===== config.mk =====
export PLATFORM = sky130hd
export DESIGN_NAME = bq_regs
export DESIGN_NICKNAME = d
export VERILOG_FILES = /design/src/rtl/core/bq_pkg.sv /design/src/rtl/core/bq_regs.sv
export SDC_FILE = /design/constraint.sdc
export NUM_CORES = 1
export LEC_CHECK = 0
export BUFFER_PORTS_ARGS = -buffer_cell sky130_fd_sc_hd__buf_2
export CAP_MARGIN = 30
export CORE_UTILIZATION = 50
export DETAILED_ROUTE_END_ITERATION = 6
export PLACE_DENSITY_LB_ADDON = 0.05
export SKIP_CTS_REPAIR_TIMING = 1
export SYNTH_ARGS = -nofsm -noshare
export SYNTH_HDL_FRONTEND = slang
export SYNTH_SLANG_ARGS = --single-unit

===== constraint.sdc =====
create_clock -name clk -period 1.5 [get_ports clk]
set_clock_uncertainty 0.05 [all_clocks]
set_input_delay 0 -clock clk [delete_from_list [all_inputs] [get_ports clk]]
set_output_delay 0 -clock clk [all_outputs]
set_load 0.02 [all_outputs]

===== src/rtl/core/bq_pkg.sv =====
// types and constants for the q16.16 biquad unit
package bq_pkg;

  localparam int DATA_W    = 32;
  localparam int PROD_W    = 2 * DATA_W;
  localparam int ACC_W     = PROD_W + 3;
  localparam int FRAC_BITS = 16;
  localparam int SHIFT_W   = ACC_W - FRAC_BITS;
  localparam int NUM_COEFS = 5;
  localparam int ADDR_W    = 5;
  localparam int IDX_W     = 3;

  localparam logic [IDX_W-1:0] REG_B0 = 3'd0;
  localparam logic [IDX_W-1:0] REG_B1 = 3'd1;
  localparam logic [IDX_W-1:0] REG_B2 = 3'd2;
  localparam logic [IDX_W-1:0] REG_A1 = 3'd3;
  localparam logic [IDX_W-1:0] REG_A2 = 3'd4;

  localparam logic KIND_FILTER = 1'b0;
  localparam logic KIND_CLEAR  = 1'b1;

  localparam logic signed [DATA_W-1:0] SAT_MAX = 32'sh7fff_ffff;
  localparam logic signed [DATA_W-1:0] SAT_MIN = 32'sh8000_0000;

  typedef struct packed {
    logic                     kind;
    logic signed [DATA_W-1:0] sample_in;
  } bq_in_t;

  typedef struct packed {
    logic signed [DATA_W-1:0] filtered_value;
    logic                     overflow;
  } bq_out_t;

  typedef struct packed {
    logic signed [DATA_W-1:0] b0;
    logic signed [DATA_W-1:0] b1;
    logic signed [DATA_W-1:0] b2;
    logic signed [DATA_W-1:0] a1;
    logic signed [DATA_W-1:0] a2;
  } bq_coef_t;

  typedef struct packed {
    logic step;
    logic clear;
  } bq_hist_ctrl_t;

endpackage


===== src/rtl/core/bq_regs.sv =====
// apb coefficient register file
module bq_regs (
  input  logic                        clk,
  input  logic                        rst_n,
  input  logic                        psel,
  input  logic                        penable,
  input  logic                        pwrite,
  input  logic [bq_pkg::ADDR_W-1:0]   paddr,
  input  logic [bq_pkg::DATA_W-1:0]   pwdata,
  output logic [bq_pkg::DATA_W-1:0]   prdata,
  output logic                        pready,
  output bq_pkg::bq_coef_t            coefs,
  output logic                        hist_clear
);
  import bq_pkg::*;

  bq_coef_t         coef_r;
  bq_coef_t         coef_nxt;
  logic [IDX_W-1:0] idx;
  logic             wr_en;
  logic             hit;

  assign pready = 1'b1;
  assign idx    = paddr[ADDR_W-1:2];
  assign wr_en  = psel && penable && pwrite && pready;

  always_comb begin
    coef_nxt = coef_r;
    hit      = 1'b1;
    case (idx)
      REG_B0:  coef_nxt.b0 = pwdata;
      REG_B1:  coef_nxt.b1 = pwdata;
      REG_B2:  coef_nxt.b2 = pwdata;
      REG_A1:  coef_nxt.a1 = pwdata;
      REG_A2:  coef_nxt.a2 = pwdata;
      default: hit = 1'b0;
    endcase
  end

  always_comb begin
    case (idx)
      REG_B0:  prdata = coef_r.b0;
      REG_B1:  prdata = coef_r.b1;
      REG_B2:  prdata = coef_r.b2;
      REG_A1:  prdata = coef_r.a1;
      REG_A2:  prdata = coef_r.a2;
      default: prdata = '0;
    endcase
  end

  // any coefficient write restarts the filter history
  assign hist_clear = wr_en && hit;

  always_ff @(posedge clk) begin
    if (!rst_n) begin
      coef_r <= '0;
    end else if (hist_clear) begin
      coef_r <= coef_nxt;
    end
  end

  assign coefs = coef_r;

endmodule


; Word-level counts from Yosys, hierarchy flattened
; Cells that the tools add are included.
[op_classes]
n_eq_ne = 4
muxes = 2
reduce_logical = 10
[op_table]
columns = operator, n
row1 = one-hot mux 32 bit (5 select lines), 1
row2 = AND reduction 2 bit, 5
row3 = == test 3 x 2 -> 1 bit (second input constant), 2
row4 = OR reduction 5 bit, 1
row5 = == test 3 x 1 -> 1 bit (second input constant), 1
row6 = == test 3 bit (second input constant), 1
row7 = logical AND 1 bit, 3
row8 = zero test 3 bit, 1
row9 = 2-to-1 mux 1 bit, 1
[word_totals]
regBits = 160
in_bits = 42
output_inout_bits = 194
wordCells = 21

; Logic depth before layout (Yosys ltp)
[logic_depth]
word_depth = 5
ltp_mapped = 6
depth_no_buf = 3

; Least setup slack after synthesis
; No wires, ideal clock.
[synth_path]
kind = in2reg
from = input paddr[3] (netlist name)
to = register coef_r (netlist bit coefs[17])
setup_ps = 122
arrival_ps = 1095
path_slack_ps = 233
stages = 6
path_buffers = 3
path_cell_list = buf_6 -> or2_1 -> or3_1 -> buf_2 -> buf_6 -> mux2i_1
[synth_via]
elab_chain_len = 5
elab_cells_between_ends = 9
[synth_lines]
columns = item, line_no
row1 = start: declaration, bq_regs.sv:8  ; input logic [bq_pkg::ADDR_W-1:0] paddr,
row2 = == test 3 bit (tied with other cells), bq_regs.sv:30  ; case (idx)
row3 = OR reduction 5 bit (no source line), --
row4 = 2-to-1 mux 1 bit, bq_regs.sv:30
row5 = logical AND 1 bit, bq_regs.sv:52  ; assign hist_clear = wr_en && hit;
row6 = AND reduction 2 bit (no source line) (*), --
row7 = end signal: assignment, bq_regs.sv:58  ; coef_r <= coef_nxt;
row8 = end: declaration, bq_regs.sv:17  ; bq_coef_t coef_r;
; Every way passes the cells marked *; elsewhere a longest branch is shown, timed or not.
; A chain may end at the register's enable or synchronous reset.

; Worst setup path in the final report
[layout_path]
from = register coef_r (netlist bit coefs[88])
to = output prdata[24] (netlist name)
[layout_via]
elab_chain_len = 1
[layout_lines]
columns = item, line_no
row1 = one-hot mux 32 bit (5 select lines), bq_regs.sv:41  ; case (idx)
row2 = end: declaration, bq_regs.sv:10  ; output logic [bq_pkg::DATA_W-1:0] prdata,
; Every way passes these cells.

==> out/metrics.cfg <==
[placed_design]
io_buffers = 232
gp_congestion = 0.831
dp_hpwl_mm = 14.5

[drt]
wirelength_mm = 22.1
first_pass_iters = 5
drc = 0
vias_per_cell = 5.64
wl_per_cell_um = 18.8
antenna_left = 0
vias = 6653
drt_iter0_markers = 479

[global_routing]
gr-usage-all-layers = 0.293
grt_pass1_vias = 6179
gr-total-overflow = 0
antenna_found_initial = 1
grt_pass1_wl_mm = 32.5
grt_max_degree = 47

[clock_tree]
cts_tree = built
clock_latency_ns = 0.42
cts_buffers = 17
clock_sinks = 160
cts_root_buf = clkbuf_16
clk_path_buf_depth = 2
path_clk_slew_ns = 0.06
htree_levels = 4

[setup_path]
worstPathMaxFanout = 3
r2r-end = coefs[119]
slowest_stage = dfxtp_2
worstRegToRegCells = 2
startpoint = coefs[88]
rrSetupSlack_ns = 0.74
crit_chain = mux2_2 > a22oi_1 > o22ai_1 > buf_4
startpoint_type = flop
max_stage_delay_ns = 0.33
crit_buf_inv = 1
path_class = reg2out
r2r_start = coefs[119]
end_kind = primary output
crit_family = flip-flops
cp.required_ns = 1.45
crit_arrival_ns = 1.47

[timing]
fin_crit_sh = 1.02
worst_slack_ns = -0.0249
hold_viol = 0
fmax_mhz = 656
finalMaxSlewViolations = 0
fin_crit_ns = 1.52
setup_viol = 3
grt_setup_unrepaired = yes
setup_tns_ns = -0.0288

[power_and_ir_drop]
p_comb_frac = 0.080
p_switching_w = 0.00215
power_frac_clock = 0.451
p_seq_frac = 0.468
vdd_ir_drop_max_v = 0.000807
finalPower_w = 0.00920
power-per-cell-area_nw_per_um2 = 942
p_int_w = 0.00705
sw_frac_of_total = 0.234
leakage_nw = 4.30

[cells_and_area]
drive_gt1_frac = 0.412
ff_latch_area_um2 = 3250
area_delta_synth_final_pct = 40.1
multiInputGateArea_um2 = 3660
largest_reg_flops = 160
fillCellCount = 994
nNetsFinal = 1031

[synthesis]
synth-seq-cells = 160
netlist_top_cells_area = dfxtp_1 46%, mux2i_1 23%, nand2_1 10%
syn_inst = 723
syn_area_um2 = 6970
yosys_warnings = 0
yosysTopAreaCell = dfxtp_1
ys_seq_area_frac = 0.460
yosysTopAreaCellShare = 0.460
synth_fp_nets = 765
ys_types = 24
syn_avg_cell_area_um2 = 9.64

[floorplan]
start_util = 0.520
core_area_um2 = 13400
dieArea_um2 = 14400
io_pins = 236
die_w_um = 120
die_height_um = 120
std_cell_rows = 42

[status]
violations = setup timing
status = complete, but fails checks

[hold_path]
hp-class = in2reg
min-delay-start = paddr[3]
hold_end = coefs[96]
hold_depth = 5

[flow_run]
maxCapViolCount = 0

## power by group through the flow
stage	clock network (W)	registers (W)	logic (W)
6_report	0.00415	0.00431	0.000738
5_1_grt	0.00440	0.00431	0.000784
4_1_cts	0.00418	0.00431	0.000637
3_5_place_dp	0	0.00440	0.000633
3_3_place_gp	0	0.00440	0.000619
2_1_floorplan	0	0.00443	0.000320
## cells by family after synthesis
kind of cell	synth area share
buffers and inverters	0.0444
multiplexers	0.281
AND/OR/NAND/NOR	0.116
other	0.000538
flip-flops	0.460
AO/OA/AOI/OAI	0.0979
## cell usage in the layout, fill, tap and decap left out, types with 2 or more instances in the layout
cell type | synthesis | final
a21oi_1 | 2 | 2
a22oi_1 | 62 | 37
a22oi_2 | 0 | 25
buf_12 | 0 | 11
buf_2 | 13 | 203
buf_4 | 4 | 64
bufinv_16 | 0 | 2
clkbuf_1 | 43 | 4
clkbuf_16 | 0 | 17
clkinv_2 | 0 | 3
clkinvlp_4 | 0 | 5
dfxtp_1 | 160 | 119
dfxtp_2 | 0 | 41
dlygate4sd3_1 | 0 | 33
mux2_2 | 31 | 25
mux2_4 | 0 | 6
mux2i_1 | 161 | 161
nand2_1 | 193 | 193
nand3_1 | 2 | 2
nand3b_1 | 2 | 2
nor2_4 | 0 | 3
nor2b_4 | 0 | 2
nor3b_2 | 0 | 2
o22ai_1 | 31 | 30
## routing by layer
metal | vias to the layer above | GRT usage | routed length [um]
met2 | 316 | 0.473 | 10600
met3 | 48 | 0.0732 | 1630
met5 | - | 0 | 0
met1 | 3224 | 0.378 | 9320
li1 | 3065 | - | -
met4 | 0 | 0.102 | 544
## how the worst max path moves through the flow
stage,to,slack (ns),cells past startpoint
after floorplan,coefs[17],0.23,6
after global placement,coefs[93],0.11,5
after detailed placement,coefs[88],-0.02,5
after CTS,prdata[28],-0.05,4
after global routing,prdata[24],-0.08,4
final,prdata[24],-0.02,4
## layout make-up
class	count	area share
Multi-Input combinational cell	497	0.375
Inverter	1	0.000384
Clock buffer	22	0.0465
Clock inverter	10	0.0115
Antenna cell	1	0.000256
Sequential cell	160	0.333
Tap cell	176	0.0226
Timing Repair Buffer	312	0.211
## worst reg2reg max path, delay by kind of cell, from the launching register on
family        cells  cell delay, ns
mux               1            0.16
flops             1            0.39
simple gates      1            0.09
## synthesized netlist by cell type (all sizes together)
cell and number:
nand3 2, nand3b 2, inv 1, mux2 31
or3 1, a22oi 62, mux2i 161, clkbuf 43
o21ai 1, buf 22, nand2 193, o22ai 31
nor3b 2, or2 1, nand4b 1, conb 1
dfxtp 160, nor2 3, a21oi 2, nor2b 2
a21o 1
## stage by stage
step	utilization	hold slack (ns)	cells	area, um2	worst slack, ns
after floorplan	-	0.101	723	6970	0.233
after global placement	0.638	0.287	1109	8560	0.114
after detailed placement	0.638	0.311	1109	8560	-0.0234
after CTS	0.681	-0.128	1141	9120	-0.0478
after global routing	0.729	0.198	1179	9760	-0.0755
final	0.729	0.191	1179	9760	-0.0249
No activity file was read; power rests on OpenSTA's default activity.
